[config.mk]
export PLATFORM = sky130hd
export DESIGN_NAME = infix_to_postfix_converter_core
export DESIGN_NICKNAME = d
export VERILOG_FILES = /design/src/rtl/itp_pkg.sv /design/src/rtl/itp_ctrl.sv /design/src/rtl/itp_dp.sv /design/src/rtl/infix_to_postfix_converter_core.sv
export VERILOG_INCLUDE_DIRS = /design/src /design/src/rtl
export SDC_FILE = /design/constraint.sdc
export NUM_CORES = 1
export LEC_CHECK = 0
export ABC_AREA = 0
export BUFFER_PORTS_ARGS = -buffer_cell sky130_fd_sc_hd__buf_4
export CAP_MARGIN = 40
export CORE_UTILIZATION = 25
export CTS_BUF_LIST = sky130_fd_sc_hd__clkbuf_8
export CTS_CLUSTER_SIZE = 30
export DETAILED_ROUTE_END_ITERATION = 8
export SETUP_SLACK_MARGIN = 0.2
export SYNTH_ARGS = -nofsm -noshare
export SYNTH_HDL_FRONTEND = slang
export SYNTH_HIERARCHICAL = 1
export SYNTH_SLANG_ARGS = --single-unit
[constraint.sdc]
create_clock -name clk -period 4.2 [get_ports clk]
set_input_delay 0.42 -clock clk [delete_from_list [all_inputs] [get_ports clk]]
set_output_delay 0.42 -clock clk [all_outputs]
set_load 0.02 [all_outputs]
[src/rtl/infix_to_postfix_converter_core_assert.svh]
// ----------------------------------------------------------------------------
// Assertion macros
// Shared concurrent assertion forms for the infix to postfix converter.
// ----------------------------------------------------------------------------
`ifndef INFIX_TO_POSTFIX_CONVERTER_CORE_ASSERT_SVH
`define INFIX_TO_POSTFIX_CONVERTER_CORE_ASSERT_SVH
`ifndef SYNTHESIS
`define ITP_ASSERT_IMP(label, clk, rst_n, a, c) \
    label: assert property (@(posedge clk) disable iff (!rst_n) (a) |-> (c)) \
        else $error("itp assertion failed");
`define ITP_ASSERT_NXT(label, clk, rst_n, a, c) \
    label: assert property (@(posedge clk) disable iff (!rst_n) (a) |=> (c)) \
        else $error("itp assertion failed");
`else
`define ITP_ASSERT_IMP(label, clk, rst_n, a, c)
`define ITP_ASSERT_NXT(label, clk, rst_n, a, c)
`endif
`endif

[src/rtl/itp_pkg.sv]
// ----------------------------------------------------------------------------
// itp_pkg
// Types, codes and helpers shared by the infix to postfix converter.
// ----------------------------------------------------------------------------
`timescale 1ns / 1ps

package itp_pkg;

    typedef enum logic [2:0] {
        TK_VAR   = 3'd0,
        TK_OR    = 3'd1,
        TK_AND   = 3'd2,
        TK_NOT   = 3'd3,
        TK_OPEN  = 3'd4,
        TK_CLOSE = 3'd5,
        TK_END   = 3'd6
    } tok_kind_t;

    localparam logic [2:0] OK_VAR    = 3'd0;
    localparam logic [2:0] OK_OPEN   = 3'd4;
    localparam logic [2:0] OK_STATUS = 3'd5;

    localparam logic [1:0] ENT_OPEN = 2'd0;

    typedef enum logic [1:0] {
        ERR_NONE      = 2'd0,
        ERR_OVERFLOW  = 2'd1,
        ERR_UNMATCHED = 2'd2
    } err_code_t;

    typedef enum logic [1:0] {
        SRC_VAR,
        SRC_TOP,
        SRC_STATUS
    } emit_src_t;

    typedef enum logic {
        ST_IDLE,
        ST_PROC
    } ctrl_state_t;

    typedef struct packed {
        logic      load;
        logic      push;
        logic      pop;
        logic      emit;
        emit_src_t src;
        err_code_t err;
        logic      last;
    } dp_cmd_t;

    typedef struct packed {
        tok_kind_t kind;
        logic      kind_valid;
        logic      count_zero;
        logic      count_gt1;
        logic      full;
        logic      top_open;
        logic      top_pops;
        logic      next_open;
        logic      next_pops;
        logic      out_free;
    } dp_status_t;

    function automatic logic [1:0] prec_of(input logic [1:0] entry);
        logic [1:0] p;
        case (entry)
            2'd2:    p = 2'd1;
            2'd3:    p = 2'd2;
            default: p = 2'd0;
        endcase
        return p;
    endfunction

endpackage

[src/rtl/itp_ctrl.sv]
// ----------------------------------------------------------------------------
// itp_ctrl
// Sequencer: takes a token, then steps pops, pushes and result transfers.
// ----------------------------------------------------------------------------
`timescale 1ns / 1ps
`include "infix_to_postfix_converter_core_assert.svh"

module itp_ctrl
    import itp_pkg::*;
(
    input  logic       clk,
    input  logic       rst_n,
    input  logic       in_valid,
    output logic       in_stall,
    input  dp_status_t status,
    output dp_cmd_t    cmd
);

    ctrl_state_t state_reg;
    ctrl_state_t state_next;

    always_ff @(posedge clk or negedge rst_n)
    begin
        if (!rst_n)
        begin
            state_reg <= ST_IDLE;
        end
        else
        begin
            state_reg <= state_next;
        end
    end

    always_comb
    begin
        state_next = state_reg;
        cmd        = '0;
        cmd.src    = SRC_STATUS;
        cmd.err    = ERR_NONE;
        in_stall   = (state_reg != ST_IDLE);
        unique case (state_reg)
            ST_IDLE:
            begin
                if (in_valid)
                begin
                    cmd.load   = 1'b1;
                    state_next = ST_PROC;
                end
            end
            ST_PROC:
            begin
                if (!status.kind_valid)
                begin
                    state_next = ST_IDLE;
                end
                else
                begin
                    unique case (status.kind)
                        TK_VAR:
                        begin
                            if (status.out_free)
                            begin
                                cmd.emit   = 1'b1;
                                cmd.src    = SRC_VAR;
                                cmd.last   = 1'b1;
                                state_next = ST_IDLE;
                            end
                        end
                        TK_OR, TK_AND, TK_NOT:
                        begin
                            if (!status.count_zero && status.top_pops)
                            begin
                                if (status.out_free)
                                begin
                                    cmd.pop  = 1'b1;
                                    cmd.emit = 1'b1;
                                    cmd.src  = SRC_TOP;
                                    cmd.last = !(status.count_gt1 && status.next_pops);
                                    if (cmd.last)
                                    begin
                                        cmd.pop    = 1'b1;
                                    end
                                end
                            end
                            else if (status.full)
                            begin
                                if (status.out_free)
                                begin
                                    cmd.emit   = 1'b1;
                                    cmd.err    = ERR_OVERFLOW;
                                    cmd.last   = 1'b1;
                                    state_next = ST_IDLE;
                                end
                            end
                            else
                            begin
                                cmd.push   = 1'b1;
                                state_next = ST_IDLE;
                            end
                        end
                        TK_OPEN:
                        begin
                            if (status.full)
                            begin
                                if (status.out_free)
                                begin
                                    cmd.emit   = 1'b1;
                                    cmd.err    = ERR_OVERFLOW;
                                    cmd.last   = 1'b1;
                                    state_next = ST_IDLE;
                                end
                            end
                            else
                            begin
                                cmd.push   = 1'b1;
                                state_next = ST_IDLE;
                            end
                        end
                        TK_CLOSE:
                        begin
                            if (status.count_zero)
                            begin
                                if (status.out_free)
                                begin
                                    cmd.emit   = 1'b1;
                                    cmd.err    = ERR_UNMATCHED;
                                    cmd.last   = 1'b1;
                                    state_next = ST_IDLE;
                                end
                            end
                            else if (status.top_open)
                            begin
                                cmd.pop    = 1'b1;
                                state_next = ST_IDLE;
                            end
                            else if (status.out_free)
                            begin
                                cmd.pop  = 1'b1;
                                cmd.emit = 1'b1;
                                cmd.src  = SRC_TOP;
                                cmd.last = status.count_gt1 && status.next_open;
                            end
                        end
                        TK_END:
                        begin
                            if (status.out_free)
                            begin
                                cmd.emit = 1'b1;
                                if (status.count_zero)
                                begin
                                    cmd.last   = 1'b1;
                                    state_next = ST_IDLE;
                                end
                                else
                                begin
                                    cmd.pop = 1'b1;
                                    cmd.src = SRC_TOP;
                                end
                            end
                        end
                        default:
                        begin
                            state_next = ST_IDLE;
                        end
                    endcase
                end
            end
            default:
            begin
                state_next = ST_IDLE;
            end
        endcase
    end

    `ITP_ASSERT_IMP(a_load_only_idle, clk, rst_n, cmd.load, state_reg == ST_IDLE)
    `ITP_ASSERT_IMP(a_no_push_pop, clk, rst_n, cmd.push, !cmd.pop && !cmd.emit)
    `ITP_ASSERT_NXT(a_load_then_proc, clk, rst_n, cmd.load, state_reg == ST_PROC)

endmodule

[src/rtl/itp_dp.sv]
// ----------------------------------------------------------------------------
// itp_dp
// Token register, operator stack with cached top, result output register.
// ----------------------------------------------------------------------------
`timescale 1ns / 1ps
`include "infix_to_postfix_converter_core_assert.svh"

module itp_dp
    import itp_pkg::*;
#(
    parameter int STACK_DEPTH = 16,
    parameter int ID_WIDTH    = 16
)
(
    input  logic                clk,
    input  logic                rst_n,
    input  logic [2:0]          token_kind,
    input  logic [ID_WIDTH-1:0] variable_id,
    input  dp_cmd_t             cmd,
    output dp_status_t          status,
    output logic                out_valid,
    input  logic                out_stall,
    output logic [2:0]          out_kind,
    output logic [ID_WIDTH-1:0] out_variable_id,
    output logic                last,
    output logic [1:0]          error_code
);

    localparam int CW = $clog2(STACK_DEPTH + 1);
    localparam int AW = $clog2(STACK_DEPTH);

    logic [2:0]          kind_reg;
    logic [ID_WIDTH-1:0] id_reg;
    logic [CW-1:0]       count_reg;
    logic [CW-1:0]       count_next;
    logic [1:0]          top_reg;
    logic [1:0]          rd_reg;
    logic [1:0]          stack_mem [STACK_DEPTH];
    logic [1:0]          push_val;
    logic [1:0]          tok_prec;
    logic                out_valid_reg;
    logic [2:0]          out_kind_reg;
    logic [ID_WIDTH-1:0] out_id_reg;
    logic                out_last_reg;
    logic [1:0]          out_err_reg;
    logic [2:0]          emit_kind;
    logic [ID_WIDTH-1:0] emit_id;

    always_ff @(posedge clk)
    begin
        if (cmd.load)
        begin
            kind_reg <= token_kind;
            id_reg   <= variable_id;
        end
    end

    assign push_val = (kind_reg == TK_OPEN) ? ENT_OPEN : kind_reg[1:0];
    assign tok_prec = prec_of(kind_reg[1:0]);

    always_comb
    begin
        count_next = count_reg;
        if (cmd.push)
        begin
            count_next = count_reg + CW'(1);
        end
        else if (cmd.pop)
        begin
            count_next = count_reg - CW'(1);
        end
    end

    always_ff @(posedge clk or negedge rst_n)
    begin
        if (!rst_n)
        begin
            count_reg <= '0;
        end
        else
        begin
            count_reg <= count_next;
        end
    end

    // top_reg caches the top entry, rd_reg the one below it
    always_ff @(posedge clk)
    begin
        if (cmd.push)
        begin
            if (count_reg != '0)
            begin
                stack_mem[AW'(count_reg - CW'(1))] <= top_reg;
            end
            top_reg <= push_val;
            rd_reg  <= top_reg;
        end
        else if (cmd.pop)
        begin
            top_reg <= rd_reg;
            rd_reg  <= stack_mem[AW'(count_reg - CW'(3))];
        end
    end

    always_comb
    begin
        status            = '0;
        status.kind       = tok_kind_t'(kind_reg);
        status.kind_valid = (kind_reg != 3'd7);
        status.count_zero = (count_reg == '0);
        status.count_gt1  = (count_reg > CW'(1));
        status.full       = (count_reg >= CW'(STACK_DEPTH));
        status.top_open   = (top_reg == ENT_OPEN);
        status.top_pops   = (top_reg != ENT_OPEN) && (prec_of(top_reg) >= tok_prec);
        status.next_open  = (rd_reg == ENT_OPEN);
        status.next_pops  = (rd_reg != ENT_OPEN) && (prec_of(rd_reg) >= tok_prec);
        status.out_free   = !out_valid_reg || !out_stall;
    end

    always_comb
    begin
        emit_kind = OK_STATUS;
        emit_id   = '0;
        case (cmd.src)
            SRC_VAR:
            begin
                emit_kind = OK_VAR;
                emit_id   = id_reg;
            end
            SRC_TOP:
            begin
                emit_kind = (top_reg == ENT_OPEN) ? OK_OPEN : {1'b0, top_reg};
            end
            default:
            begin
                emit_kind = OK_STATUS;
            end
        endcase
    end

    always_ff @(posedge clk or negedge rst_n)
    begin
        if (!rst_n)
        begin
            out_valid_reg <= 1'b0;
        end
        else if (cmd.emit)
        begin
            out_valid_reg <= 1'b1;
        end
        else if (!out_stall)
        begin
            out_valid_reg <= 1'b0;
        end
    end

    always_ff @(posedge clk)
    begin
        if (cmd.emit)
        begin
            out_kind_reg <= emit_kind;
            out_id_reg   <= emit_id;
            out_last_reg <= cmd.last;
            out_err_reg  <= cmd.err;
        end
    end

    assign out_valid       = out_valid_reg;
    assign out_kind        = out_kind_reg;
    assign out_variable_id = out_id_reg;
    assign last            = out_last_reg;
    assign error_code      = out_err_reg;

    `ITP_ASSERT_IMP(a_push_not_full, clk, rst_n, cmd.push, count_reg < CW'(STACK_DEPTH))
    `ITP_ASSERT_IMP(a_pop_not_empty, clk, rst_n, cmd.pop, count_reg != '0)
    `ITP_ASSERT_IMP(a_emit_free, clk, rst_n, cmd.emit, !out_valid_reg || !out_stall)
    `ITP_ASSERT_NXT(a_push_count, clk, rst_n, cmd.push, count_reg == $past(count_reg) + CW'(1))

endmodule

[src/rtl/infix_to_postfix_converter_core.sv]
// ----------------------------------------------------------------------------
// infix_to_postfix_converter_core
// Shunting-yard conversion of boolean-expression tokens to postfix order.
// One token is taken per transfer when the sequencer is idle. A token is
// registered when taken in; the sequencer then hands over its results one
// by one, and a token that ends in a push or a silent bracket drop or is of
// the ignored kind still passes through the processing state. Operator
// pops run one per cycle out of the stack memory, whose registered read is
// kept one entry ahead of the cached top; a stalled output holds the
// sequencer only when it has a result to hand over.
// ----------------------------------------------------------------------------
`timescale 1ns / 1ps

module infix_to_postfix_converter_core
    import itp_pkg::*;
#(
    parameter int STACK_DEPTH = 16,
    parameter int ID_WIDTH    = 16
)
(
    input  logic                clk,
    input  logic                rst_n,
    input  logic                in_valid,
    output logic                in_stall,
    input  logic [2:0]          token_kind,
    input  logic [ID_WIDTH-1:0] variable_id,
    output logic                out_valid,
    input  logic                out_stall,
    output logic [2:0]          out_kind,
    output logic [ID_WIDTH-1:0] out_variable_id,
    output logic                last,
    output logic [1:0]          error_code
);

    dp_cmd_t    cmd;
    dp_status_t status;

    itp_ctrl u_ctrl (
        .clk      (clk),
        .rst_n    (rst_n),
        .in_valid (in_valid),
        .in_stall (in_stall),
        .status   (status),
        .cmd      (cmd)
    );

    itp_dp #(
        .STACK_DEPTH (STACK_DEPTH),
        .ID_WIDTH    (ID_WIDTH)
    ) u_dp (
        .clk             (clk),
        .rst_n           (rst_n),
        .token_kind      (token_kind),
        .variable_id     (variable_id),
        .cmd             (cmd),
        .status          (status),
        .out_valid       (out_valid),
        .out_stall       (out_stall),
        .out_kind        (out_kind),
        .out_variable_id (out_variable_id),
        .last            (last),
        .error_code      (error_code)
    );

endmodule
==> out/metrics.cfg <==
[outcome]
status = completed

[placement]
gp_congestion = 0.819
place_hpwl_um = 5180
numPortBuffers = 46

[worst_setup_path]
r2r-end = u_dp/stack_mem[13][0]
crit_fanout = 21
worst_setup_path_start_kind = flip-flop
crit_path_max_incr_delay_ns = 0.77
criticalPathCategory = reg -> reg
path_buf_inv = 0
path_cells = nand2b_1, ha_1, nand2b_1, a21oi_1, nor2_1, nor2b_2, nor3_1, a21oi_1, nor3_1, a21boi_0, nand2_1, nor2_1
rr_startpoint = u_dp/top_reg[1]
crit_required_ns = 4.26
critPathSlowestCell = edfxtp_1
ff2ff_path_depth = 12
cp_data_arrival_time_ns = 3.52
cp-end-kind = flip-flop
regToRegSetupSlack_ns = 0.74
cpLargestDelayFamily = simple AND/OR/NAND/NOR gates
cp.depth = 12

[layout]
final_util = 0.308
multiInputGateArea_um2 = 1280
final_common_cell = edfxtp_1
layout_common_cells = 77 x edfxtp_1, 50 x buf_4, 26 x nor2_1, 23 x nand2_1, 19 x and2_1
fillers = 1486
fin_nets = 360
n_antenna_cell = 0
areaGrowthSynthToFinish_pct = 20.5
regArea_um2 = 2490
drive_gt1_frac = 0.254
largest_reg_flops = 32

[clock_network]
h-tree-depth = 3
clk_latency_ns = 0.37
post_cts_buffers = 0
cts_root_buf = clkbuf_8
clk_pin_slew_ns = 0.09
cts.sinks = 84
clock_path_buffers = 2
cts_tree = done
cts_made_buffers = 9

[routing]
via_per_inst = 4.41
vias = 2291
ant_nets = 0
first_iter_violations = 294
avgRoutedWirePerCell_um = 14.2
drc_errors = 0
drtPass1Iterations = 4
routed_wl_um = 7390

[min_path]
min_to = u_dp/kind_reg[2]
hold_depth = 1
hold_path.class = in -> reg
min_from = token_kind[2]

[floorplanning]
core_um2 = 15100
die_y_um = 126
core.rowCount = 45
start_util = 0.256
die_w_um = 126
ioPinCount = 47
dieArea_um2 = 16000

[timing]
finalSetupViolCount = 0
fin_crit_sh = 0.825
fmax_mhz = 289
fin_skew_ns = 0.0140
max_slew_margin = 0.433
rsz0062_at_grt = false
final_hold_viol_count = 0
tightestPinTransition_ns = 0.847
final.setup.tns_ns = 0
slew_viol_final = 0
finalCriticalPeriod_ns = 3.46

[power]
power_density_nw_per_um2 = 653
power_frac_clock = 0.225
netSwitchingFraction = 0.339
switchingPower_uw = 1030
ir_drop_v = 0.000176
power.leakage_uw = 0.00168
internal_power_uw = 2010
p_comb_frac = 0.350
seqPwrFrac = 0.425

[synth]
synth-seq-cells = 84
synth_nets = 309
yosysWarningCount = 6
synthTopCellsByArea = edfxtp_1 60%, mux4_1 5.4%, dfrtp_1 4.5%
synth-seq-area-share = 0.643
synth_edf_count = 77
netlist.area_leader.share = 0.597
yosys.area.top_type = edfxtp_1
synthesis.area_um2 = 3870
async_flop_share = 0.0833
syn_inst = 276
synth_flop_cell = edfxtp_1
synth_cell_types = 48
syn_area_per_cell_um2 = 14.0

[global_routing]
grt_pass1_wl_um = 11800
grt_max_degree = 22
globalRouteOverflowTotal = 0
grt_pass1_vias = 2226
antenna_found_initial = 0
grt.total_usage = 0.0969

[flow_run]
drv_cap = 0

timing repair:
action                                  4_1_cts  5_1_grt
endpoints found under the hold margin         7        0
hold buffers                                  1        0
resized for setup                             0        0
endpoints found under the setup margin        0        0
per-stage QoR:
step | setup slack (ns) | total power, uW | area (um2) | hold WS (ns) | cells
floorplan | 0.582 | 2070 | 3870 | 0.124 | 276
global placement | 0.798 | 2370 | 4410 | 0.238 | 502
detailed placement | 0.725 | 2390 | 4420 | 0.239 | 503
CTS | 0.705 | 3080 | 4670 | 0.207 | 519
global route | 0.420 | 3220 | 4670 | 0.206 | 519
finish | 0.736 | 3050 | 4670 | 0.225 | 519
worst max-delay path by stage:
stage,startpoint,endpoint,slack (ns)
2_1_floorplan,u_dp/top_reg[0],u_dp/error_code[0],0.58
3_3_place_gp,u_dp/top_reg[1],u_dp/stack_mem[7][0],0.80
3_5_place_dp,u_dp/top_reg[1],u_dp/stack_mem[11][0],0.72
4_1_cts,u_dp/top_reg[1],u_dp/stack_mem[11][1],0.70
5_1_grt,u_dp/top_reg[1],u_dp/stack_mem[2][0],0.42
6_report,u_dp/top_reg[1],u_dp/stack_mem[13][0],0.74
power groups by stage:
stage	clock network (uW)	logic, uW	registers, uW
floorplan	0	736	1340
global placement	0	1060	1310
detailed placement	0	1070	1320
CTS	706	1080	1300
global route	734	1170	1320
finish	684	1070	1290
cell type report:
class,instances,area share
Sequential cell,84,0.533
Multi-Input combinational cell,174,0.275
Timing Repair Buffer,52,0.0858
Tap cell,188,0.0504
Clock buffer,9,0.0265
Clock inverter,6,0.0239
Inverter,6,0.00483
cell usage after synthesis, types with 2 or more instances:
library cell and number:
inv_2 2, nand2b_1 6, nand2_1 23, o21ai_0 7, nor2b_1 6, xor2_1 2
and2_1 19, buf_6 2, a21boi_0 2, dfrtp_1 7, o21ai_1 5, mux4_1 8
nand4_1 2, xnor2_1 3, ha_1 10, a21o_1 2, inv_1 4, mux2_2 6
o2111ai_1 3, nor3_1 8, a31oi_1 3, nor2_1 26, mux2i_1 6, clkbuf_1 5
a21oi_1 6, edfxtp_1 77, buf_4 3, nand3_1 3
per-layer routing:
layer	vias up	global-route usage	wire length [um]	part of all wire
met5	-	0	0	0
met4	0	0.0524	156	0.021
met3	10	0.0249	312	0.042
met2	52	0.149	3560	0.48
met1	1109	0.125	3370	0.46
li1	1120	-	-	-
kinds of logic after synthesis:
| group | count (synthesis) | synth area share |
|---|---|---|
| flip-flops | 84 | 0.643 |
| buffers and inverters | 18 | 0.0275 |
| AND/OR/NAND/NOR | 103 | 0.136 |
| adder cells (fa/ha/maj) | 11 | 0.0352 |
| multiplexers | 21 | 0.0911 |
| AO/OA/AOI/OAI | 33 | 0.0524 |
| XOR/XNOR | 6 | 0.0155 |
worst reg2reg max path: stages (launching register included):
cell and delay [ns]:
edfxtp_1 0.77, nand2b_1 0.14, ha_1 0.31, nand2b_1 0.14, a21oi_1 0.15, nor2_1 0.09, nor2b_2 0.22, nor3_1 0.15
a21oi_1 0.08, nor3_1 0.22, a21boi_0 0.45, nand2_1 0.23, nor2_1 0.22
No activity file was read; power rests on OpenSTA's default activity.
